--- src/rtl/core/servo_angle_to_pulse_mapper_defines.svh ---
// Assertion macros shared by the servo pulse mapper RTL.
`ifndef SERVO_ANGLE_TO_PULSE_MAPPER_DEFINES_SVH
`define SERVO_ANGLE_TO_PULSE_MAPPER_DEFINES_SVH

`ifndef SYNTHESIS
// Check a same-cycle implication on the rising clock edge, quiet during reset.
`define SAPM_ASSERT_IMPL(lbl, clk, rstn, ante, cons, msg) \
  lbl: assert property (@(posedge clk) disable iff (!rstn) (ante) |-> (cons)) else $error(msg);
// Check a next-cycle implication on the rising clock edge, quiet during reset.
`define SAPM_ASSERT_NEXT(lbl, clk, rstn, ante, cons, msg) \
  lbl: assert property (@(posedge clk) disable iff (!rstn) (ante) |=> (cons)) else $error(msg);
`else
`define SAPM_ASSERT_IMPL(lbl, clk, rstn, ante, cons, msg)
`define SAPM_ASSERT_NEXT(lbl, clk, rstn, ante, cons, msg)
`endif

`endif

--- src/rtl/core/sapm_pkg.sv ---
// Shared types, widths and register codes of the servo pulse mapper.
package sapm_pkg;

  localparam int unsigned ANGLE_W    = 16;
  localparam int unsigned PULSE_W    = 16;
  localparam int unsigned EXT_W      = ANGLE_W + 1;
  localparam int unsigned DIFF_W     = ANGLE_W + 2;
  localparam int unsigned DP_W       = PULSE_W + 1;
  localparam int unsigned PROD_W     = DIFF_W + DP_W;
  localparam int unsigned NUM_W      = 32;
  localparam int unsigned DEN_W      = 16;
  localparam int unsigned DIV_STAGES = NUM_W;
  localparam int unsigned SUM_W      = NUM_W + 2;
  localparam int unsigned CFG_ADDR_W = 3;
  localparam int unsigned CFG_DATA_W = 16;

  // Register indexes of the configuration port
  typedef enum logic [CFG_ADDR_W-1:0] {
    REG_PULSE_LOW    = 3'd0,
    REG_PULSE_CENTER = 3'd1,
    REG_PULSE_HIGH   = 3'd2,
    REG_ANGLE_LOWER  = 3'd3,
    REG_ANGLE_UPPER  = 3'd4,
    REG_INVERT_ANGLE = 3'd5
  } cfg_reg_e;

  typedef struct packed {
    logic        [PULSE_W-1:0] pulse_low;
    logic        [PULSE_W-1:0] pulse_center;
    logic        [PULSE_W-1:0] pulse_high;
    logic signed [ANGLE_W-1:0] angle_lower;
    logic signed [ANGLE_W-1:0] angle_upper;
    logic                      invert_angle;
  } cfg_t;

  localparam cfg_t CFG_RESET = '{
    pulse_low:    16'd1100,
    pulse_center: 16'd1130,
    pulse_high:   16'd1230,
    angle_lower:  16'hFFCE,
    angle_upper:  16'd100,
    invert_angle: 1'b0
  };

  // Segment data that rides along with one item down the pipe
  typedef struct packed {
    logic [PULSE_W-1:0] base;
    logic [PULSE_W-1:0] clamp_lo;
    logic [PULSE_W-1:0] clamp_hi;
    logic [PULSE_W-1:0] center;
    logic               zero_den;
  } seg_t;

endpackage

--- src/rtl/core/sapm_back.sv ---
// Back stages: apply the quotient sign, add the base, clamp to the segment.
module sapm_back (
  input  logic                          clk_i,
  input  logic                          rst_ni,
  input  logic                          en_i,
  input  logic                          valid_i,
  input  logic [sapm_pkg::NUM_W-1:0]    quo_i,
  input  logic                          q_neg_i,
  input  sapm_pkg::seg_t                seg_i,
  output logic                          valid_o,
  output logic [sapm_pkg::PULSE_W-1:0]  pulse_o
);
  import sapm_pkg::*;

  logic signed [SUM_W-1:0]  quo_ext;
  logic signed [SUM_W-1:0]  base_ext;
  logic signed [SUM_W-1:0]  sum_d;
  logic                     valid_a_q;
  logic signed [SUM_W-1:0]  sum_q;
  seg_t                     seg_a_q;

  logic signed [SUM_W-1:0]  lo_ext;
  logic signed [SUM_W-1:0]  hi_ext;
  logic        [PULSE_W-1:0] pulse_d;
  logic                     valid_b_q;
  logic        [PULSE_W-1:0] pulse_q;

  // Signed quotient plus segment base in one adder
  assign quo_ext  = $signed({{(SUM_W-NUM_W){1'b0}}, quo_i});
  assign base_ext = $signed({{(SUM_W-PULSE_W){1'b0}}, seg_i.base});
  assign sum_d    = q_neg_i ? (base_ext - quo_ext) : (base_ext + quo_ext);

  // Clamp low bound first; a zero divisor gives the center pulse
  always_comb begin
    lo_ext = $signed({{(SUM_W-PULSE_W){1'b0}}, seg_a_q.clamp_lo});
    hi_ext = $signed({{(SUM_W-PULSE_W){1'b0}}, seg_a_q.clamp_hi});
    if (seg_a_q.zero_den) begin
      pulse_d = seg_a_q.center;
    end else if (sum_q < lo_ext) begin
      pulse_d = seg_a_q.clamp_lo;
    end else if (sum_q > hi_ext) begin
      pulse_d = seg_a_q.clamp_hi;
    end else begin
      pulse_d = sum_q[PULSE_W-1:0];
    end
  end

  always_ff @(posedge clk_i or negedge rst_ni) begin
    if (!rst_ni) begin
      valid_a_q <= 1'b0;
      valid_b_q <= 1'b0;
    end else if (en_i) begin
      valid_a_q <= valid_i;
      valid_b_q <= valid_a_q;
    end
  end

  always_ff @(posedge clk_i) begin
    if (en_i) begin
      sum_q   <= sum_d;
      seg_a_q <= seg_i;
      pulse_q <= pulse_d;
    end
  end

  assign valid_o = valid_b_q;
  assign pulse_o = pulse_q;

endmodule

--- config.mk ---
export PLATFORM = sky130hd
export DESIGN_NAME = sapm_back
export DESIGN_NICKNAME = d
export VERILOG_FILES = /design/src/rtl/core/servo_angle_to_pulse_mapper_defines.svh /design/src/rtl/core/sapm_pkg.sv /design/src/rtl/core/sapm_back.sv
export SDC_FILE = /design/constraint.sdc
export NUM_CORES = 1
export LEC_CHECK = 0
export ABC_AREA = 1
export BUFFER_PORTS_ARGS = -buffer_cell sky130_fd_sc_hd__buf_4
export CELL_PAD_IN_SITES_DETAIL_PLACEMENT = 0
export CELL_PAD_IN_SITES_GLOBAL_PLACEMENT = 2
export CORE_MARGIN = 2
export CORE_UTILIZATION = 36
export DETAILED_ROUTE_END_ITERATION = 7
export HOLD_SLACK_MARGIN = 0.15
export PLACE_DENSITY = 0.93
export SKIP_LAST_GASP = 1
export SLEW_MARGIN = 40
export SYNTH_ARGS = -nofsm -noshare
export SYNTH_HDL_FRONTEND = slang
export SYNTH_SLANG_ARGS = --single-unit
--- constraint.sdc ---
create_clock -name clk_i -period 4.58 [get_ports clk_i]
set_input_delay 0.458 -clock clk_i [delete_from_list [all_inputs] [get_ports clk_i]]
set_output_delay 0.458 -clock clk_i [all_outputs]
set_load 0.02 [all_outputs]
* Yosys cells after proc, flatten, opt, wreduce, memory -nomap -nowiden *
Cells that the tools add are included.

word-level totals
  latch bits = 0
  register bits after elaboration = 101
  memories = 0
  logic and storage cells = 16
  input bits = 102
  ROM bits = 0
  bits in writable memories = 0

operators by class
  multiply operators = 0
  shift-type cells = 0
  bitwise logic cells = 0
  multiplexer cells = 4
  eq/ne operators = 0
  reduce and logical (&&, ||, !) cells = 0
  order comparisons = 2
  divide/modulo/power cells = 0
  $add $sub $neg = 2

operators with widths
  kind                           count
  two-way mux 16 bit             3
  > comparator 34 x 17 -> 1 bit  1
  < comparator 34 x 17 -> 1 bit  1
  two-way mux 34 bit             1
  adder 16 x 32 -> 33 bit        1
  subtractor 16 x 32 -> 33 bit   1

* Logic depth before layout (Yosys ltp) *
  depth after elaboration = 4
  gate-level depth with buffers = 16
  depth with buffers taken out = 16

* Worst setup path before layout *
No wires, ideal clock.

  path kind = input to register
  start = input seg_i[49] (netlist name)
  end = register sum_q[18], data pin
  setup time = 252 ps
  arrival time = 1856 ps
  stages = 13
  path slack = 2472 ps
  path through = inv_1 > ha_1 > fa_1 > o21ai_1 > nand3_1 > nand3_1 > nand2_1 > nand2_1 > nand2_1 > nand2_1 > nand2_1 > nand2_1 > nand2_1

on the way
  word-level cells in the longest chain between the ends = 2
  elaborated cells on any way between the ends = 3
  those cells by class = add/sub (2); mux (1)

RTL lines
  element                                                                         RTL line         source
  from (decl)                                                                     sapm_back.sv:9   input sapm_pkg::seg_t seg_i,
  adder 16 x 32 -> 33 bit / subtractor 16 x 32 -> 33 bit (equally long branches)  sapm_back.sv:31  assign sum_d = q_neg_i ? (base_ext - quo_ext) : (base_ext + quo_ext);
  two-way mux 34 bit (*)                                                          sapm_back.sv:31
  net sum_d[18]                                                                   sapm_back.sv:17  logic signed [SUM_W-1:0] sum_d;
  to (signal assigned)                                                            sapm_back.sv:60  sum_q <= sum_d;
  to (decl)                                                                       sapm_back.sv:19  logic signed [SUM_W-1:0] sum_q;

The timed path passes the listed nets; every way through them passes the cells marked *.
A chain may end at the register's enable or synchronous reset.

* Worst setup path in the final report *
  start = register sum_q[7]
  end = register pulse_q[0], in the netlist pulse_o[0], data pin

on the way
  word-level cells in the longest chain between the ends = 4
  elaborated cells on any way between the ends = 5
  those cells by class = order compare (2); mux (3)

RTL lines
  element                        RTL line         source
  > comparator 34 x 17 -> 1 bit  sapm_back.sv:41  end else if (sum_q > hi_ext) begin
  two-way mux 16 bit             sapm_back.sv:41
  two-way mux 16 bit (*)         sapm_back.sv:39  end else if (sum_q < lo_ext) begin
  two-way mux 16 bit (*)         sapm_back.sv:37  if (seg_a_q.zero_den) begin
  net pulse_d[0]                 sapm_back.sv:24  logic [PULSE_W-1:0] pulse_d;
  to (signal assigned)           sapm_back.sv:62  pulse_q <= pulse_d;
  to (decl)                      sapm_back.sv:26  logic [PULSE_W-1:0] pulse_q;

Marks and branches as above.

==> flow_summary.ini <==
[placement]
io_buffers = 118
pre_cts_slack_ns = 1.97
gp_routability_congestion = 0.965
post_dp_cell_area_mm2 = 0.00910
detailed_place_hpwl_um = 19000

[sta]
finalSetupViolCount = 0
worst_pin_slew_ns = 0.775
timing_hold_violations_final = 0
final.setup_skew_ns = 0.00740
rsz_0062_raised_after_global_routing = false
totalNegativeSetupSlack_ns = 0
maxSlewViolCount = 0
worst_slack_ns = 2.10
max_freq_mhz = 402
post-route-period-util_pct = 54.3
layout_min_cycle_time_ns = 2.48
slew-limit-headroom_pct = 48.3

[global_route]
grt-ovfl-total = 0
grtUsageTotal_pct = 20.3
grt_first_pass_wirelength_um = 38000
antenna_found_initial = 0
via_count_of_the_first_global_routing_pass = 7296
grt_max_degree = 61

[die]
io_pins = 119
core_area_mm2 = 0.0218
num_rows = 54
die_height_um = 153
fp.dieW_um = 153
floorplan.die_area_mm2 = 0.0235
initial_utilization_pct = 36.7

[clock_network]
clock_sinks = 101
clock_tree.root_cell = clkbuf_16
htree_levels = 3
cts.repair.resized = 0
clock_path_buffers = 2
cts_setup_buffers = 0
worstSkewPairLatency_ns = 0.34
cts_inserted_buffers = 9
path_clk_slew_ns = 0.07
cts_tree = yes
cts_hold_bufs = 1

[critical_path]
critical_path_peak_fanout = 17
path_class = reg -> reg
worstPathRequired_ns = 4.67
critPathLaunchType = flip-flop
timing.critical_path.to_type = flip-flop
worst_ep_arrival_time_ns = 2.58

[synth]
synth_area_per_cell_um2 = 7.40
async_flop_share_pct = 1.98
syn-instance-count = 1082
synth-seq-cells = 101
postSynth.topFlopCell = edfxtp_1
synth-seq-area-share_pct = 37.7
post_synth_num_cell_types = 46
synth_enable_flop_cells = 99
post_synth_instance_area_mm2 = 0.00801
synthesis.nets = 1249
total_of_warnings_raised_by_yosys = 0

[drt]
detail_route.wl_per_cell_um = 15.9
count_of_unresolved_drc_violations_after_routing = 0
via_per_inst = 4.88
drt_iter0_drcs = 392
detail-route-antenna-nets = 0
drt_pass1_iterations = 5
via_count = 7212
routed_wl_um = 23500

[final_layout]
mostFrequentLayoutCell = nand2_1
drive_gt1_share_pct = 15.0
area_growth_from_synthesis_to_final_layout_pct = 17.4
final_cell_mix = 348 x nand2_1, 158 x inv_1, 120 x buf_4, 99 x edfxtp_1, 90 x nor2_1
num-nets-final = 1359
number_of_antenna_repair_diodes = 0
postLayoutCellArea_mm2 = 0.00940

[power_and_ir_drop]
power.ir.vdd_worst_v = 0.000142
power_density_mw_per_mm2 = 282
leakagePower_uw = 0.00459

[flow_run]
max_cap_viol_count = 0

[status]
result_of_the_run = finished, final reports clean

[min_path]
worst_hold_path_type = in -> reg
==> report_power, final <==
group / switching, uW / total (uW) / internal [uW] / leakage [uW]
Combinational: 454 / 718 / 263 / 0.00346
Sequential: 52.4 / 1180 / 1130 / 0.000994
Clock: 325 / 747 / 423 / 0.000137
Total: 831 / 2650 / 1820 / 0.00459
==> worst paths after layout <==
check	startpoint	end	slack (ns)	cells after the start
worst max-delay path	sum_q[7]	pulse_o[0]	2.10	12
worst min-delay path	seg_i[6]	seg_a_q[6]	0.29	1
worst max register to register	sum_q[7]	pulse_o[0]	2.10	12
worst min register to register	seg_a_q[15]	pulse_o[14]	0.52	2
max in group asynchronous	rst_ni	valid_a_q	4.06	2
min in group asynchronous	rst_ni	valid_o	0.43	2
==> cell usage after synthesis, types with 2 or more instances <==
master	number	share of area, %
nand3_1	74	4.6
nor2_2	7	0.55
clkinv_1	2	0.094
fa_1	2	0.50
nor2_1	90	4.2
a21oi_2	10	1.1
buf_1	2	0.094
nor3_2	3	0.37
o211ai_1	2	0.19
xor2_1	15	1.6
and3_1	4	0.31
clkbuf_1	4	0.19
buf_6	3	0.42
nor3_1	17	1.1
nand2_2	7	0.55
nor4_1	4	0.31
inv_2	7	0.33
buf_2	5	0.31
ha_1	63	9.8
buf_4	3	0.28
edfxtp_1	99	37
or3_1	2	0.16
nor2_4	2	0.28
nand2_1	348	16
a21oi_1	47	2.9
nand4_1	30	2.3
o21ai_1	13	0.81
dfrtp_1	2	0.62
nand3_4	2	0.44
o21ai_0	32	2.0
nand3_2	4	0.50
inv_1	159	7.5
a21o_1	3	0.28
o21bai_1	3	0.28
==> state kept, by name, indices dropped and copies added, names as in the netlist <==
register	flops
hi_ext	16
lo_ext	16
pulse_o	16
seg_a_q	17
sum_q	34
valid_a_q	1
valid_o	1
==> through the flow <==
stage	util [%]	std cells	hold slack, ns	power, uW
4_1_cts	43.1	1477	0.277	2670
5_1_grt	43.1	1477	0.271	2810
3_5_place_dp	41.7	1460	0.242	1920
2_1_floorplan	-	1082	0.162	1640
3_3_place_gp	41.7	1460	0.241	1910
6_report	43.1	1477	0.286	2650
==> layer usage <==
metal	track usage [%]	vias up	part of all wire, %
met4	6.35	0	2.2
met3	2.32	33	4.2
met5	0	-	0
li1	-	3739	-
met2	35.1	188	47
met1	26.7	3252	46
==> logic make-up (layout without fill, tap and decap cells) <==
family | Yosys count | count (layout) | share of synthesized area, %
AO/OA/AOI/OAI | 114 | 114 | 7.97
XOR/XNOR | 15 | 15 | 1.64
adder cells (fa/ha/maj) | 65 | 65 | 10.3
buffers and inverters | 190 | 305 | 9.90
flip-flops | 101 | 101 | 37.7
multiplexers | 1 | 1 | 0.125
AND/OR/NAND/NOR | 596 | 596 | 32.3
==> final cells by class <==
cell class	instances	area, um^2
multi-input combinational	791	4190
clock inverter	6	62.6
inverter	168	631
tap	280	350
sequential	101	3020
clock buffer	10	229
timing repair buffer	121	911
fill	2300	12400
==> critical path, cell delays in order (launching register included) <==
cell	delay, ns
edfxtp_1	0.48
ha_1	0.34
nand2_1	0.06
nor2_1	0.15
nand2_1	0.12
nor2_1	0.16
nor2_2	0.07
nand3_4	0.19
nand3_4	0.26
nand2_1	0.12
nand3_1	0.07
nand2_1	0.12
nand2_1	0.07
(Power assumes the default switching activity.)
