--- src/rtl/core/servo_angle_to_pulse_mapper_defines.svh ---
// Assertion macros shared by the servo pulse mapper RTL.
`ifndef SERVO_ANGLE_TO_PULSE_MAPPER_DEFINES_SVH
`define SERVO_ANGLE_TO_PULSE_MAPPER_DEFINES_SVH

`ifndef SYNTHESIS
// Check a same-cycle implication on the rising clock edge, quiet during reset.
`define SAPM_ASSERT_IMPL(lbl, clk, rstn, ante, cons, msg) \
  lbl: assert property (@(posedge clk) disable iff (!rstn) (ante) |-> (cons)) else $error(msg);
// Check a next-cycle implication on the rising clock edge, quiet during reset.
`define SAPM_ASSERT_NEXT(lbl, clk, rstn, ante, cons, msg) \
  lbl: assert property (@(posedge clk) disable iff (!rstn) (ante) |=> (cons)) else $error(msg);
`else
`define SAPM_ASSERT_IMPL(lbl, clk, rstn, ante, cons, msg)
`define SAPM_ASSERT_NEXT(lbl, clk, rstn, ante, cons, msg)
`endif

`endif

--- src/rtl/core/sapm_pkg.sv ---
// Shared types, widths and register codes of the servo pulse mapper.
package sapm_pkg;

  localparam int unsigned ANGLE_W    = 16;
  localparam int unsigned PULSE_W    = 16;
  localparam int unsigned EXT_W      = ANGLE_W + 1;
  localparam int unsigned DIFF_W     = ANGLE_W + 2;
  localparam int unsigned DP_W       = PULSE_W + 1;
  localparam int unsigned PROD_W     = DIFF_W + DP_W;
  localparam int unsigned NUM_W      = 32;
  localparam int unsigned DEN_W      = 16;
  localparam int unsigned DIV_STAGES = NUM_W;
  localparam int unsigned SUM_W      = NUM_W + 2;
  localparam int unsigned CFG_ADDR_W = 3;
  localparam int unsigned CFG_DATA_W = 16;

  // Register indexes of the configuration port
  typedef enum logic [CFG_ADDR_W-1:0] {
    REG_PULSE_LOW    = 3'd0,
    REG_PULSE_CENTER = 3'd1,
    REG_PULSE_HIGH   = 3'd2,
    REG_ANGLE_LOWER  = 3'd3,
    REG_ANGLE_UPPER  = 3'd4,
    REG_INVERT_ANGLE = 3'd5
  } cfg_reg_e;

  typedef struct packed {
    logic        [PULSE_W-1:0] pulse_low;
    logic        [PULSE_W-1:0] pulse_center;
    logic        [PULSE_W-1:0] pulse_high;
    logic signed [ANGLE_W-1:0] angle_lower;
    logic signed [ANGLE_W-1:0] angle_upper;
    logic                      invert_angle;
  } cfg_t;

  localparam cfg_t CFG_RESET = '{
    pulse_low:    16'd1100,
    pulse_center: 16'd1130,
    pulse_high:   16'd1230,
    angle_lower:  16'hFFCE,
    angle_upper:  16'd100,
    invert_angle: 1'b0
  };

  // Segment data that rides along with one item down the pipe
  typedef struct packed {
    logic [PULSE_W-1:0] base;
    logic [PULSE_W-1:0] clamp_lo;
    logic [PULSE_W-1:0] clamp_hi;
    logic [PULSE_W-1:0] center;
    logic               zero_den;
  } seg_t;

endpackage

--- src/rtl/core/sapm_div.sv ---
// Restoring divider pipeline, one quotient bit per stage.
module sapm_div (
  input  logic                          clk_i,
  input  logic                          rst_ni,
  input  logic                          en_i,
  input  logic                          valid_i,
  input  logic [sapm_pkg::NUM_W-1:0]    num_i,
  input  logic [sapm_pkg::DEN_W-1:0]    den_i,
  input  logic                          q_neg_i,
  input  sapm_pkg::seg_t                seg_i,
  output logic                          valid_o,
  output logic [sapm_pkg::NUM_W-1:0]    quo_o,
  output logic                          q_neg_o,
  output sapm_pkg::seg_t                seg_o
);
  import sapm_pkg::*;

  logic             valid_q [DIV_STAGES];
  logic [NUM_W-1:0] shift_q [DIV_STAGES];
  logic [DEN_W-1:0] rem_q   [DIV_STAGES];
  logic [DEN_W-1:0] den_q   [DIV_STAGES];
  logic             q_neg_q [DIV_STAGES];
  seg_t             seg_q   [DIV_STAGES];

  for (genvar k = 0; k < DIV_STAGES; k++) begin : g_stage
    logic             v_in;
    logic [NUM_W-1:0] shift_in;
    logic [DEN_W-1:0] rem_in;
    logic [DEN_W-1:0] den_in;
    logic             q_neg_in;
    seg_t             seg_in;
    logic [DEN_W:0]   trial;
    logic [DEN_W:0]   trial_sub;
    logic             fit;

    if (k == 0) begin : g_first
      assign v_in     = valid_i;
      assign shift_in = num_i;
      assign rem_in   = '0;
      assign den_in   = den_i;
      assign q_neg_in = q_neg_i;
      assign seg_in   = seg_i;
    end else begin : g_next
      assign v_in     = valid_q[k-1];
      assign shift_in = shift_q[k-1];
      assign rem_in   = rem_q[k-1];
      assign den_in   = den_q[k-1];
      assign q_neg_in = q_neg_q[k-1];
      assign seg_in   = seg_q[k-1];
    end

    // Bring down the next dividend bit and try the subtract
    assign trial     = {rem_in, shift_in[NUM_W-1]};
    assign trial_sub = trial - {1'b0, den_in};
    assign fit       = (trial >= {1'b0, den_in});

    always_ff @(posedge clk_i or negedge rst_ni) begin
      if (!rst_ni) begin
        valid_q[k] <= 1'b0;
      end else if (en_i) begin
        valid_q[k] <= v_in;
      end
    end

    // Shift the quotient bit in where the dividend bit left
    always_ff @(posedge clk_i) begin
      if (en_i) begin
        rem_q[k]   <= fit ? trial_sub[DEN_W-1:0] : trial[DEN_W-1:0];
        shift_q[k] <= {shift_in[NUM_W-2:0], fit};
        den_q[k]   <= den_in;
        q_neg_q[k] <= q_neg_in;
        seg_q[k]   <= seg_in;
      end
    end
  end

  assign valid_o = valid_q[DIV_STAGES-1];
  assign quo_o   = shift_q[DIV_STAGES-1];
  assign q_neg_o = q_neg_q[DIV_STAGES-1];
  assign seg_o   = seg_q[DIV_STAGES-1];

endmodule

--- config.mk ---
export PLATFORM = sky130hd
export DESIGN_NAME = sapm_div
export DESIGN_NICKNAME = d
export VERILOG_FILES = /design/src/rtl/core/servo_angle_to_pulse_mapper_defines.svh /design/src/rtl/core/sapm_pkg.sv /design/src/rtl/core/sapm_div.sv
export SDC_FILE = /design/constraint.sdc
export NUM_CORES = 2
export LEC_CHECK = 0
export ABC_AREA = 1
export BUFFER_PORTS_ARGS = -buffer_cell sky130_fd_sc_hd__buf_2
export CAP_MARGIN = 20
export CORE_MARGIN = 2
export CORE_UTILIZATION = 45
export CTS_CLUSTER_SIZE = 12
export DETAILED_ROUTE_END_ITERATION = 10
export GPL_TIMING_DRIVEN = 0
export SETUP_SLACK_MARGIN = 0.5
export SLEW_MARGIN = 20
export SYNTH_ARGS = -nofsm -noshare
export SYNTH_HDL_FRONTEND = slang
export SYNTH_MEMORY_MAX_BITS = 65536
export SYNTH_SLANG_ARGS = --single-unit
export TNS_END_PERCENT = 30
--- constraint.sdc ---
create_clock -name clk_i -period 5.3 [get_ports clk_i]
set_clock_uncertainty 0.1 [all_clocks]
set_input_delay 0.53 -clock clk_i [delete_from_list [all_inputs] [get_ports clk_i]]
set_output_delay 0.53 -clock clk_i [all_outputs]
set_load 0.1 [all_outputs]
# Word level (Yosys, flattened, before mapping)
# Memories as Yosys holds them, arrays and structs flattened.
# Index checks and enable logic that the tools add are counted.
# classes
n_eq_ne	0
mux	34
div	0
n_bitwise	0
n_shift	0
reduce_logical	0
order_cmp	32
n_mul	0
n_addsub	32
# op_table
operator	count
17-bit by 16-bit greater-or-equal comparator with 1-bit output	31
16-bit two-way mux	32
16-bit subtractor	31
1-bit by 16-bit greater-or-equal comparator with 1-bit output	1
1-bit by 16-bit subtractor with 16-bit output	1
1-bit two-way mux	2
# totals
ram_bits	4160
regBits	32
memories	5
output_inout_bits	99
latch_bits	0
romBits	0
# memory_table
name	words	word_bits	read_ports	rd_clocked_by_memory_dff	wr	line_no	text
seg_q	32	65	32	0	32	sapm_div.sv:23	seg_t seg_q [DIV_STAGES];
shift_q	32	32	32	0	32	sapm_div.sv:19	logic [NUM_W-1:0] shift_q [DIV_STAGES];
den_q	32	16	31	0	32	sapm_div.sv:21	logic [DEN_W-1:0] den_q [DIV_STAGES];
rem_q	32	16	31	0	32	sapm_div.sv:20	logic [DEN_W-1:0] rem_q [DIV_STAGES];
q_neg_q	32	1	32	0	32	sapm_div.sv:22	logic q_neg_q [DIV_STAGES];

# Longest topological paths before layout
# An unclocked memory read counts as a cell.
# depth
depth_word	3
ltp_mapped	15

# Worst setup path after synthesis
# Ideal clock, no wire load.
# synth_path
path_type	register -> register
startpoint	memory den_q[11][0] (netlist: den_q[0][176])
endpoint	memory rem_q[12][8], data pin
setup_slack_ns	3.278
setup_ns	0.253
synth_period_minus_slack_ns	2.022
path_stages_with_launch	10
arrival_ns	1.669
t_required_ns	4.947
path_buffers	0
path_cell_list	edfxtp_1 -> ha_1 -> fa_1 -> inv_1 -> nand3_1 -> nand3_1 -> a21oi_1 -> or2_2 -> nand3_1 -> nand2_1
# synth_rtl
item	line_no
start: declaration	sapm_div.sv:21
end: declaration	sapm_div.sv:20

==> impl_metrics.env <==
export IMPL_core_mm2=0.3683
export IMPL_ff2ff_path_depth=10
export IMPL_report_final_hold_viol_count=0
export IMPL_synth_seq_area_share=0.7503
export IMPL_crit_slowest_cell="buf_16"
export IMPL_io_pins=217
export IMPL_mostFrequentLayoutCells="edfxtp_1, nand2_1, inv_1, nand3_1, ha_1"
export IMPL_multi_input_area_mm2=0.03329
export IMPL_h_tree_depth=5
export IMPL_reg2reg_slack_ps=2590
export IMPL_die_y_um=611.9
export IMPL_clk_pin_slew_ps=60
export IMPL_relSlewSlack=0.4135
export IMPL_antenna_found_initial=5
export IMPL_cts_tree="yes"
export IMPL_cts_buffer_depth=4
export IMPL_ys_warn_count=0
export IMPL_vias=87047
export IMPL_syn_area_per_cell_um2=13.12
export IMPL_fillers=31479
export IMPL_synth_ff_type="edfxtp_1"
export IMPL_first_global_vias=84705
export IMPL_cpMostUsedCell="buf_16"
export IMPL_worstMarginPinSlew_ps=873.1
export IMPL_final_common_cell="edfxtp_1"
export IMPL_power_density_mw_per_mm2=511.8
export IMPL_nets=14115
export IMPL_cp_startpoint="en_i"
export IMPL_totalWireLength_um=298000
export IMPL_drt_iter0_drc=6242
export IMPL_syn_nets=13317
export IMPL_r2r_end="rem_q[8][8]$_DFFE_PP_"
export IMPL_path_cells="buf_12 > buf_16 > buf_16 > buf_16 > buf_16 > buf_16 > buf_16 > clkbuf_1 > clkbuf_1 > nor2_1 > a21oi_1"
export IMPL_dp_slack_ps=-582.8
export IMPL_layout_cells_non_filler=18563
export IMPL_period_minus_slack_ps=4194
export IMPL_antenna_left=0
export IMPL_grt_overflow_total=0
export IMPL_p_sw_mw=30.68
export IMPL_p_comb_frac=0.261
export IMPL_seq_area_mm2=0.1248
export IMPL_grtUsageTotal=0.1579
export IMPL_cp_arrival_ps=4940
export IMPL_cts_sinks=4160
export IMPL_min_path_cells=2
export IMPL_hold_class="in -> reg"
export IMPL_setup_violations=0
export IMPL_netlist_area_mm2=0.1663
export IMPL_dieWidth_um=611.9
export IMPL_synth_seq_cells=4160
export IMPL_grt_max_degree=152
export IMPL_synthTopCellsByArea="edfxtp_1, nand2_1, inv_1, ha_1, nand3_1"
export IMPL_syn2layout_area_growth_pct=13.40
export IMPL_synth_cell_types=45
export IMPL_io_buffers=216
export IMPL_r2r_start="shift_q[0][255]$_DFFE_PP_"
export IMPL_cp_start_kind="input pin"
export IMPL_setup_slack_ps=1106
export IMPL_post_route_util=0.5120
export IMPL_grt_pass1_wl_um=468500
export IMPL_synthCells=12671
export IMPL_viasPerCell=4.689
export IMPL_start_util=0.4515
export IMPL_clock_fmax_ghz=0.2384
export IMPL_place_congestion=0.8380
export IMPL_dp_hpwl_um=205700
export IMPL_power_frac_seq=0.449
export IMPL_outcome="complete, no violations"
export IMPL_cp_end_kind="flip-flop"
export IMPL_synth_edff_count=4128
export IMPL_max_stage_delay_ps=500
export IMPL_power_total_mw=96.51
export IMPL_tns_ps=0
export IMPL_drive_above_1_share=0.08124
export IMPL_first_pass_iters=6
export IMPL_worstPathRequired_ps=6040
export IMPL_post_cts_setup_buffers=0
export IMPL_dieArea_mm2=0.3744
export IMPL_num_rows=223
export IMPL_crit_type="in -> reg"
export IMPL_yosys_area_top_type_share=0.7455
export IMPL_wl_per_cell_um=16.05
export IMPL_max_vdd_ir_drop_mv=0.3143
export IMPL_clockPowerShare=0.290
export IMPL_path_max_fanout=133
export IMPL_p_int_mw=65.83
export IMPL_drv_slew=0
export IMPL_synth_top_cell_by_area="edfxtp_1"
export IMPL_cap_viol_max_count=0
export IMPL_rsz0062_at_grt="no"
export IMPL_min_period_over_period=0.7914
export IMPL_swShare=0.3179
export IMPL_clock_latency_ps=940
export IMPL_critical_path_endpoint="g_stage[6].v_in$_DFFE_PN0P_"
export IMPL_dp_cells=17756
export IMPL_static_leakage_power_nw=78.65
export IMPL_drc_errors=0
export IMPL_async_reset_ff_frac=0.007692
export IMPL_clockRootBuffer="clkbuf_16"
export IMPL_cts_buffers=430
==> repair_timing <==
item | 4_1_cts | 5_1_grt
endpoints found under the hold margin | 267 | 0
endpoints found under the setup margin | 2 | 0
gates resized for setup | 0 | 0
hold buffers | 117 | 0
==> power groups by stage <==
stage          clock network, mW  logic (mW)  registers [mW]
2_1_floorplan                  0        18.0            43.3
3_3_place_gp                   0        23.8            46.8
3_5_place_dp                   0        25.2            44.1
4_1_cts                     29.1        25.4            43.5
5_1_grt                     30.3        29.0            43.7
6_report                    27.9        25.2            43.4
==> how the worst min path moves through the flow <==
stage	start	endpoint	slack [ps]
final	en_i	seg_q[0][2]$_DFFE_PP_	90
after global routing	en_i	seg_q[1][2]$_DFFE_PP_	60
after CTS	rst_ni	g_stage[1].v_in$_DFFE_PN0P_	8
after detailed placement	q_neg_q[12]$_DFFE_PP_	q_neg_q[13]$_DFFE_PP_	300
after global placement	seg_q[14][12]$_DFFE_PP_	seg_q[15][12]$_DFFE_PP_	300
after floorplan	rst_ni	g_stage[10].v_in$_DFFE_PN0P_	130
==> Yosys cell counts (3+ instances only) <==
master / n
nand3_4: 4
nand3b_1: 72
nor3b_2: 3
fa_1: 30
nand3_2: 28
nand2_1: 3697
nor2_1: 403
nand2_4: 22
buf_6: 36
edfxtp_1: 4128
buf_4: 23
ha_1: 498
o21a_1: 22
o21ai_0: 37
nand4_1: 132
nor2_4: 27
nand3_1: 747
xor2_1: 144
a21boi_2: 4
clkbuf_1: 6
nand2_2: 57
clkbuf_2: 12
dfrtp_1: 32
or2_2: 26
and2_1: 25
a21oi_1: 284
nor2_2: 17
nor3_1: 82
and3_1: 10
buf_2: 32
o21bai_1: 17
xnor2_1: 43
inv_1: 1925
buf_12: 5
inv_2: 16
nor4_2: 7
o21ai_1: 6
nor3_2: 3
==> state kept, by name, indices dropped and copies added (netlist names) <==
register / flops
valid_o: 1
q_neg_q: 32
den_q: 496
rem_q: 496
g_stage.v_in: 31
seg_q: 2080
shift_q: 1024
==> through the flow <==
stage	cell area, um2	hold slack (ps)
3_5_place_dp	174300	304.5
2_1_floorplan	166300	134.4
5_1_grt	188600	60.95
6_report	188600	88.99
4_1_cts	188600	7.732
3_3_place_gp	173400	300.1
==> kinds of logic after synthesis <==
logic type	Yosys count	synth area share
flip-flops	4160	0.7503
AO/OA/AOI/OAI	372	0.01197
adder cells (fa/ha/maj)	528	0.04108
XOR/XNOR	187	0.009850
buffers and inverters	2058	0.04949
AND/OR/NAND/NOR	5366	0.1373
==> cell type report <==
class,instances,area share
clock buffers,523,0.05931
clock inverters,164,0.009781
well taps,4837,0.03210
repair buffers,366,0.01696
plain buffers,117,0.005003
diodes,2,0.00002654
flip-flops and latches,4160,0.6616
multi-input cells,6453,0.1766
inverters,1941,0.03864
==> critical path, delay by kind of cell <==
family          cells  cell delay, ps
simple gates        1             100
buf+inv             9            3570
compound gates      1             150
==> routing by layer <==
layer	global-route usage	up-vias	share of wire
met5	0	-	0
li1	-	44430	-
met2	0.2582	1247	0.47
met4	0.04583	0	0.027
met1	0.2226	40889	0.47
met3	0.01947	481	0.034
Power figures use the tool's default switching activity.
