**config.mk**
```make
export PLATFORM = sky130hd
export DESIGN_NAME = sapm_front
export DESIGN_NICKNAME = d
export VERILOG_FILES = /design/src/rtl/core/servo_angle_to_pulse_mapper_defines.svh /design/src/rtl/core/sapm_pkg.sv /design/src/rtl/core/sapm_front.sv
export SDC_FILE = /design/constraint.sdc
export NUM_CORES = 1
export LEC_CHECK = 0
export CAP_MARGIN = 0
export CORE_MARGIN = 2
export CORE_UTILIZATION = 25
export CTS_BUF_LIST = sky130_fd_sc_hd__clkbuf_2
export DETAILED_ROUTE_END_ITERATION = 7
export DONT_BUFFER_PORTS = 1
export PLACE_DENSITY_LB_ADDON = 0.12
export SYNTH_ARGS = -nofsm -noshare
export SYNTH_HDL_FRONTEND = slang
export SYNTH_SLANG_ARGS = --single-unit
export TNS_END_PERCENT = 1
```
**constraint.sdc**
```tcl
create_clock -name clk_i -period 8.61 [get_ports clk_i]
set_input_delay 0 -clock clk_i [delete_from_list [all_inputs] [get_ports clk_i]]
set_output_delay 0 -clock clk_i [all_outputs]
set_load 0.01 [all_outputs]
```
**src/rtl/core/servo_angle_to_pulse_mapper_defines.svh**
```systemverilog
// Assertion macros shared by the servo pulse mapper RTL.
`ifndef SERVO_ANGLE_TO_PULSE_MAPPER_DEFINES_SVH
`define SERVO_ANGLE_TO_PULSE_MAPPER_DEFINES_SVH

`ifndef SYNTHESIS
// Check a same-cycle implication on the rising clock edge, quiet during reset.
`define SAPM_ASSERT_IMPL(lbl, clk, rstn, ante, cons, msg) \
  lbl: assert property (@(posedge clk) disable iff (!rstn) (ante) |-> (cons)) else $error(msg);
// Check a next-cycle implication on the rising clock edge, quiet during reset.
`define SAPM_ASSERT_NEXT(lbl, clk, rstn, ante, cons, msg) \
  lbl: assert property (@(posedge clk) disable iff (!rstn) (ante) |=> (cons)) else $error(msg);
`else
`define SAPM_ASSERT_IMPL(lbl, clk, rstn, ante, cons, msg)
`define SAPM_ASSERT_NEXT(lbl, clk, rstn, ante, cons, msg)
`endif

`endif

```
**src/rtl/core/sapm_pkg.sv**
```systemverilog
// Shared types, widths and register codes of the servo pulse mapper.
package sapm_pkg;

  localparam int unsigned ANGLE_W    = 16;
  localparam int unsigned PULSE_W    = 16;
  localparam int unsigned EXT_W      = ANGLE_W + 1;
  localparam int unsigned DIFF_W     = ANGLE_W + 2;
  localparam int unsigned DP_W       = PULSE_W + 1;
  localparam int unsigned PROD_W     = DIFF_W + DP_W;
  localparam int unsigned NUM_W      = 32;
  localparam int unsigned DEN_W      = 16;
  localparam int unsigned DIV_STAGES = NUM_W;
  localparam int unsigned SUM_W      = NUM_W + 2;
  localparam int unsigned CFG_ADDR_W = 3;
  localparam int unsigned CFG_DATA_W = 16;

  // Register indexes of the configuration port
  typedef enum logic [CFG_ADDR_W-1:0] {
    REG_PULSE_LOW    = 3'd0,
    REG_PULSE_CENTER = 3'd1,
    REG_PULSE_HIGH   = 3'd2,
    REG_ANGLE_LOWER  = 3'd3,
    REG_ANGLE_UPPER  = 3'd4,
    REG_INVERT_ANGLE = 3'd5
  } cfg_reg_e;

  typedef struct packed {
    logic        [PULSE_W-1:0] pulse_low;
    logic        [PULSE_W-1:0] pulse_center;
    logic        [PULSE_W-1:0] pulse_high;
    logic signed [ANGLE_W-1:0] angle_lower;
    logic signed [ANGLE_W-1:0] angle_upper;
    logic                      invert_angle;
  } cfg_t;

  localparam cfg_t CFG_RESET = '{
    pulse_low:    16'd1100,
    pulse_center: 16'd1130,
    pulse_high:   16'd1230,
    angle_lower:  16'hFFCE,
    angle_upper:  16'd100,
    invert_angle: 1'b0
  };

  // Segment data that rides along with one item down the pipe
  typedef struct packed {
    logic [PULSE_W-1:0] base;
    logic [PULSE_W-1:0] clamp_lo;
    logic [PULSE_W-1:0] clamp_hi;
    logic [PULSE_W-1:0] center;
    logic               zero_den;
  } seg_t;

endpackage

```
**src/rtl/core/sapm_front.sv**
```systemverilog
// Front stages: clamp and segment select, multiply, sign and magnitude split.
module sapm_front (
  input  logic                                 clk_i,
  input  logic                                 rst_ni,
  input  logic                                 en_i,
  input  logic                                 valid_i,
  input  logic signed [sapm_pkg::ANGLE_W-1:0]  angle_i,
  input  sapm_pkg::cfg_t                       cfg_i,
  output logic                                 valid_o,
  output logic        [sapm_pkg::NUM_W-1:0]    num_o,
  output logic        [sapm_pkg::DEN_W-1:0]    den_o,
  output logic                                 q_neg_o,
  output sapm_pkg::seg_t                       seg_o
);
  import sapm_pkg::*;

  // Stage 1 signals
  logic signed [EXT_W-1:0]  ang_ext;
  logic signed [EXT_W-1:0]  lo_ext;
  logic signed [EXT_W-1:0]  up_ext;
  logic signed [EXT_W-1:0]  clamped;
  logic signed [EXT_W-1:0]  x_ang;
  logic                     seg_neg;
  logic signed [DIFF_W-1:0] diff_d;
  logic signed [DP_W-1:0]   dp_d;
  logic signed [EXT_W-1:0]  den_d;
  seg_t                     seg_d;

  logic                     valid1_q;
  logic signed [DIFF_W-1:0] diff_q;
  logic signed [DP_W-1:0]   dp_q;
  logic signed [EXT_W-1:0]  den1_q;
  seg_t                     seg1_q;

  // Stage 2 signals
  logic signed [PROD_W-1:0] prod_d;
  logic signed [EXT_W-1:0]  den_abs;
  logic                     valid2_q;
  logic signed [PROD_W-1:0] prod_q;
  logic        [DEN_W-1:0]  den2_q;
  logic                     den_neg2_q;
  seg_t                     seg2_q;

  // Stage 3 signals
  logic signed [PROD_W-1:0] prod_abs;
  logic                     valid3_q;
  logic        [NUM_W-1:0]  num3_q;
  logic        [DEN_W-1:0]  den3_q;
  logic                     q_neg3_q;
  seg_t                     seg3_q;

  // Clamp low bound first, invert, pick the segment
  always_comb begin
    ang_ext = {angle_i[ANGLE_W-1], angle_i};
    lo_ext  = {cfg_i.angle_lower[ANGLE_W-1], cfg_i.angle_lower};
    up_ext  = {cfg_i.angle_upper[ANGLE_W-1], cfg_i.angle_upper};
    if (ang_ext < lo_ext) begin
      clamped = lo_ext;
    end else if (ang_ext > up_ext) begin
      clamped = up_ext;
    end else begin
      clamped = ang_ext;
    end
    x_ang   = cfg_i.invert_angle ? -clamped : clamped;
    seg_neg = x_ang[EXT_W-1];
    if (seg_neg) begin
      diff_d         = {x_ang[EXT_W-1], x_ang} - {lo_ext[EXT_W-1], lo_ext};
      dp_d           = $signed({1'b0, cfg_i.pulse_center}) - $signed({1'b0, cfg_i.pulse_low});
      den_d          = -lo_ext;
      seg_d.base     = cfg_i.pulse_low;
      seg_d.clamp_lo = cfg_i.pulse_low;
      seg_d.clamp_hi = cfg_i.pulse_center;
    end else begin
      diff_d         = {x_ang[EXT_W-1], x_ang};
      dp_d           = $signed({1'b0, cfg_i.pulse_high}) - $signed({1'b0, cfg_i.pulse_center});
      den_d          = up_ext;
      seg_d.base     = cfg_i.pulse_center;
      seg_d.clamp_lo = cfg_i.pulse_center;
      seg_d.clamp_hi = cfg_i.pulse_high;
    end
    seg_d.center   = cfg_i.pulse_center;
    seg_d.zero_den = (den_d == '0);
  end

  // Multiply, and take the divisor magnitude
  assign prod_d  = $signed({{(PROD_W-DIFF_W){diff_q[DIFF_W-1]}}, diff_q})
                 * $signed({{(PROD_W-DP_W){dp_q[DP_W-1]}}, dp_q});
  assign den_abs = den1_q[EXT_W-1] ? -den1_q : den1_q;

  // Take the dividend magnitude
  assign prod_abs = prod_q[PROD_W-1] ? -prod_q : prod_q;

  // Valid bits of the three stages
  always_ff @(posedge clk_i or negedge rst_ni) begin
    if (!rst_ni) begin
      valid1_q <= 1'b0;
      valid2_q <= 1'b0;
      valid3_q <= 1'b0;
    end else if (en_i) begin
      valid1_q <= valid_i;
      valid2_q <= valid1_q;
      valid3_q <= valid2_q;
    end
  end

  // Payload of the three stages
  always_ff @(posedge clk_i) begin
    if (en_i) begin
      diff_q     <= diff_d;
      dp_q       <= dp_d;
      den1_q     <= den_d;
      seg1_q     <= seg_d;
      prod_q     <= prod_d;
      den2_q     <= den_abs[DEN_W-1:0];
      den_neg2_q <= den1_q[EXT_W-1];
      seg2_q     <= seg1_q;
      num3_q     <= prod_abs[NUM_W-1:0];
      den3_q     <= den2_q;
      q_neg3_q   <= prod_q[PROD_W-1] ^ den_neg2_q;
      seg3_q     <= seg2_q;
    end
  end

  assign valid_o = valid3_q;
  assign num_o   = num3_q;
  assign den_o   = den3_q;
  assign q_neg_o = q_neg3_q;
  assign seg_o   = seg3_q;

endmodule

```
======== After elaboration in Yosys (flattened, before gate mapping) ========
Cells that the tools add are included.
operators by class
  multiplexer cells ....................... 9
  multiply operators ...................... 1
  $add $sub $neg .......................... 7
  magnitude comparators ................... 2
  reductions and logical operators ........ 1
  bitwise logic cells ..................... 1
operators by type and width
  cell                                            count
  17-bit two-way mux                              5
  48-bit two-way mux                              1
  18-bit by 17-bit multiplier with 35-bit output  1
  16-bit by 16-bit subtractor with 17-bit output  2
  16-bit two-way mux                              2
  32-bit two-way mux                              1
  32-bit negation                                 1
  17-bit by 16-bit subtractor with 18-bit output  1
  17-bit logical NOT                              1
  16-bit negation with 17-bit output              1
  17-bit negation                                 1
  16-bit > comparator                             1
  16-bit < comparator                             1
  16-bit negation                                 1
  1-bit XOR                                       1
word-level totals
  word-level logic and storage cells ...... 49
  output and inout bits ................... 115
  input bits .............................. 101
  flip-flop bits (word level) ............. 351

======== Longest topological paths before layout ========
  word-level depth ........................ 7
  gate-level depth with buffers ........... 26
  depth with buffers taken out ............ 24

======== Least setup slack after synthesis ========
No wires, ideal clock.
  kind .................................... reg2reg
  start ................................... register diff_q[8]
  end ..................................... register prod_q[30] (data pin)
  slack ................................... 2.151 ns
  path buffers ............................ 1
  library setup time ...................... 0.267 ns
  data required time ...................... 8.343 ns
  arrival ................................. 6.192 ns
  cell stages (with the launch flop) ...... 22
  clock period less this slack ............ 6.459 ns
  cells stage by stage .................... edfxtp_1 > clkbuf_1 > and2_1 > fa_1 > inv_1 > fa_1 > fa_1 > inv_1 > fa_1 > fa_1 > inv_1 > fa_1 > inv_1 > ha_1 > a21o_1 > a21oi_1 > a31oi_1 > o41ai_1 > o21ai_0 > o31ai_1 > a31oi_1 > xor2_1
between the ends
  word-level cells in the longest chain between the ends .. 1
RTL lines
  item                                            RTL line           RTL
  from (decl)                                     sapm_front.sv:30   logic signed [DIFF_W-1:0] diff_q;
  from (signal assigned)                          sapm_front.sv:109  diff_q <= diff_d;
  18-bit by 17-bit multiplier with 35-bit output  sapm_front.sv:87   * $signed({{(PROD_W-DP_W){dp_q[DP_W-1]}}, dp_q});
  named net prod_d[30]                            sapm_front.sv:36   logic signed [PROD_W-1:0] prod_d;
  to (signal assigned)                            sapm_front.sv:113  prod_q <= prod_d;
  to (decl)                                       sapm_front.sv:39   logic signed [PROD_W-1:0] prod_q;
The timed path passes the listed nets, and every way through them passes these cells.
A chain may end at the register's enable or synchronous reset.

======== Final worst setup path ========
  start ................................... input cfg_i[16] in the netlist's numbering
  end ..................................... register diff_q[17] (data pin)
between the ends
  word-level cells in the longest chain between the ends .. 6
RTL lines
  item                                            RTL line          RTL
  from (decl)                                     sapm_front.sv:8   input sapm_pkg::cfg_t cfg_i,
  16-bit > comparator                             sapm_front.sv:59  end else if (ang_ext > up_ext) begin
  17-bit two-way mux *                            sapm_front.sv:59
  17-bit two-way mux *                            sapm_front.sv:57  if (ang_ext < lo_ext) begin
  17-bit negation                                 sapm_front.sv:64  x_ang = cfg_i.invert_angle ? -clamped : clamped;
  17-bit two-way mux *                            sapm_front.sv:64
  17-bit by 16-bit subtractor with 18-bit output  sapm_front.sv:67  diff_d = {x_ang[EXT_W-1], x_ang} - {lo_ext[EXT_W-1], lo_ext};
Mark *: on every way between the ends. The rest lies on a longest branch, timed or not.

==> run_results.csv <==
group,metric,value,unit
global_routing,grt_pass1_wl,118000,um
setup_path,crit_path_top_delay_cell,"a31oi_1",
detailed_routing,dr_total_vias,18469,
floorplan,initial_utilization,0.252,
flow_run,drv_cap,0,
setup_path,worstPathArrival,9.35,ns
logic_synthesis,avgSynthCellArea,10.9,um2
clocking,ctsHoldBuffers,327,
sta,hold_viol,0,
cells_and_area,nets,3373,
sta,fin_tns_setup,0,ns
clocking,cts_buffers,92,
sta,final_max_slew_viol_count,0,
floorplan,die_x,330,um
run_status,violations,"DRC",
detailed_routing,via_per_inst,4.34,
cells_and_area,num-fill-cells,11007,
floorplan,die_h,330,um
setup_path,required,9.70,ns
cells_and_area,layout-drive-gt1-share,0.0662,
min_path,worstHoldPathType,"input port to flip-flop",
sta,fin_crit,8.25,ns
logic_synthesis,yosysUniqueCellTypes,64,
placement,port_buffers,0,
logic_synthesis,ys.warnings.count,0,
setup_path,endpoint_kind,"flip-flop",
floorplan,placementRows,119,
global_routing,grt_usage,0.140,
logic_synthesis,ys_seq_elements,301,
clocking,root_buffer,"clkbuf_2",
detailed_routing,drtPass1Iterations,7,
global_routing,first_global_vias,20463,
setup_path,cp_max_fo,14,
sta,slew_headroom,0.183,
detailed_routing,ant_nets,0,
cells_and_area,multi_input_area,0.0154,mm2
setup_path,cp-start-kind,"input port",
global_routing,grt_max_degree,302,
detailed_routing,drcViolationCount,16,
setup_path,rrSetupSlack,0.96,ns
setup_path,worst_r2r_endpoint,"prod_q[30]",
setup_path,r2r_cells,19,
setup_path,slowest_delay,1.00,ns
logic_synthesis,synth_edf_count,298,
floorplan,die_area,0.109,mm2
sta,rsz0062_at_grt,"false",
floorplan,coreArea,0.105,mm2
run_status,outcome,"finished with violations",
clocking,clk_latency,1.25,ns
clocking,ctsHtreeMaxLevel,3,
sta,period_share,0.958,
min_path,worstHoldStart,"cfg_i[41]",
min_path,hold_end,"seg1_q[25]",
setup_path,critical_path.most_common_cell,"dlygate4sd3_1",
setup_path,crit_start,"cfg_i[16]",
min_path,hold-path-cell-count,3,
clocking,clockBufferDepth,3,
cells_and_area,syn_to_final_growth,21.0,%
detailed_routing,first_iter_violations,869,
logic_synthesis,syn-cell-area,0.0266,mm2
setup_path,reg2reg_from,"diff_q[11]",
global_routing,antenna_found_initial,6,
logic_synthesis,synth_nets,3024,
placement,place_congestion,0.865,
sta,finClkSkew,0.154,ns
clocking,cts.repair.resized,0,
cells_and_area,seq_area,0.00902,mm2
floorplan,ioPinCount,216,
logic_synthesis,synth-seq-area-share,0.340,
placement,place_hpwl,55900,um
logic_synthesis,synth_ff_type,"edfxtp_1",
sta,fmax,121,MHz
cells_and_area,finalInstanceArea,0.0322,mm2
clocking,cts.sinks,301,
logic_synthesis,netlist_instances,2438,
global_routing,overflow,0,
clocking,cts_tree,"built",
clocking,path_clk_slew,0.09,ns
sta,setup_viol,0,
sta,tightest_slew,1.22,ns
setup_path,path_class,"input port to flip-flop",
detailed_routing,routedWlPerCell,17.5,um
logic_synthesis,async_flop_share,0.00997,
clocking,cts_setup_buffers,0,
placement,placed_cell_area,0.0280,mm2
detailed_routing,totalWireLength,74600,um
[cell families (layout without fill, tap and decap cells)]
| group | after synthesis | in the layout | share of synthesized area |
|---|---|---|---|
| simple gates | 585 | 585 | 0.110 |
| buf+inv | 546 | 961 | 0.0801 |
| fa+ha+maj | 485 | 485 | 0.317 |
| flops | 301 | 301 | 0.340 |
| compound gates | 285 | 285 | 0.0696 |
| xor+xnor | 150 | 150 | 0.0494 |
| mux | 86 | 86 | 0.0342 |
| other cells | 0 | 11 | 0 |
[critical path: cells and delay by family]
family                     cells  cell delay (ns)
adders and majority gates      3             0.71
xor gates and xnor gates       1             0.15
buffers and inverters         12             5.20
and+or+nand+nor                4             0.80
AOI/OAI and AO/OA              9             2.44
[synthesized netlist by cell type (all sizes together) (9+ instances only)]
cell | count | area share
o21a | 11 | 0.0031
xor2 | 38 | 0.013
nor2b | 11 | 0.0026
a211oi | 19 | 0.0054
inv | 462 | 0.065
nor3 | 29 | 0.0055
nand3 | 39 | 0.0073
and2 | 154 | 0.036
nor4 | 14 | 0.0043
a31oi | 30 | 0.0071
a21oi | 54 | 0.010
ha | 171 | 0.081
edfxtp | 298 | 0.34
xnor2 | 112 | 0.037
clkbuf | 55 | 0.0078
o31ai | 23 | 0.0070
nand4 | 9 | 0.0021
a21o | 22 | 0.0062
or3 | 11 | 0.0026
nand2b | 17 | 0.0040
fa | 314 | 0.24
mux2i | 48 | 0.018
nand2 | 212 | 0.030
o21ai | 73 | 0.014
buf | 29 | 0.0071
nor2 | 65 | 0.0092
mux2 | 38 | 0.016
[layout make-up]
| type | instances | area share |
|---|---|---|
| multi-input cells | 1591 | 0.480 |
| clock buffers | 130 | 0.0202 |
| inverters | 462 | 0.0539 |
| flip-flops and latches | 301 | 0.281 |
| diodes | 11 | 0.000856 |
| well taps | 1391 | 0.0541 |
| clock inverters | 30 | 0.00502 |
| repair buffers | 339 | 0.106 |
[worst max-delay path by stage]
| stage | endpoint | cells after the start |
|---|---|---|
| 2_1_floorplan | prod_q[30] | 21 |
| 3_3_place_gp | prod_q[30] | 19 |
| 3_5_place_dp | prod_q[30] | 19 |
| 4_1_cts | diff_q[17] | 29 |
| 5_1_grt | diff_q[17] | 29 |
| 6_report | diff_q[17] | 29 |
[per-stage QoR]
step	setup slack [ns]	utilization	hold slack (ns)	instances
after floorplan	2.15	-	-0.296	2438
after global placement	1.07	0.266	-0.296	3755
after detailed placement	0.878	0.266	-0.296	3755
after CTS	0.629	0.305	0.00502	4242
after global routing	0.0293	0.305	0.0503	4252
final	0.358	0.305	0.218	4255
[metal layers]
layer	global-route usage	share of wire
met5	0	0
met4	0.0502	0.030
met3	0.0372	0.059
met2	0.217	0.44
met1	0.187	0.47
[sequential cells by signal (all words and copies together), names as in the netlist]
name,flops
valid2_q,1
seg2_q,49
prod_q,33
seg1_q,49
num_o,32
valid_o,1
den2_q,16
seg_o,49
den_o,16
den1_q,17
valid1_q,1
dp_q,17
den_neg2_q,1
diff_q,18
q_neg_o,1
[cell usage in the layout, fill, tap and decap left out, drive strengths merged, types with 65 or more instances in the layout]
cell and instances:
fa 314, edfxtp 298, and2 154, nor2 65
inv 468, dlygate4sd3 327, o21ai 73, nand2 212
clkbuf 130, ha 171, xnor2 112
Power is left out: the tool's default activity adds up to more than one toggle a clock period on the data nets, which glitch-free logic cannot reach.
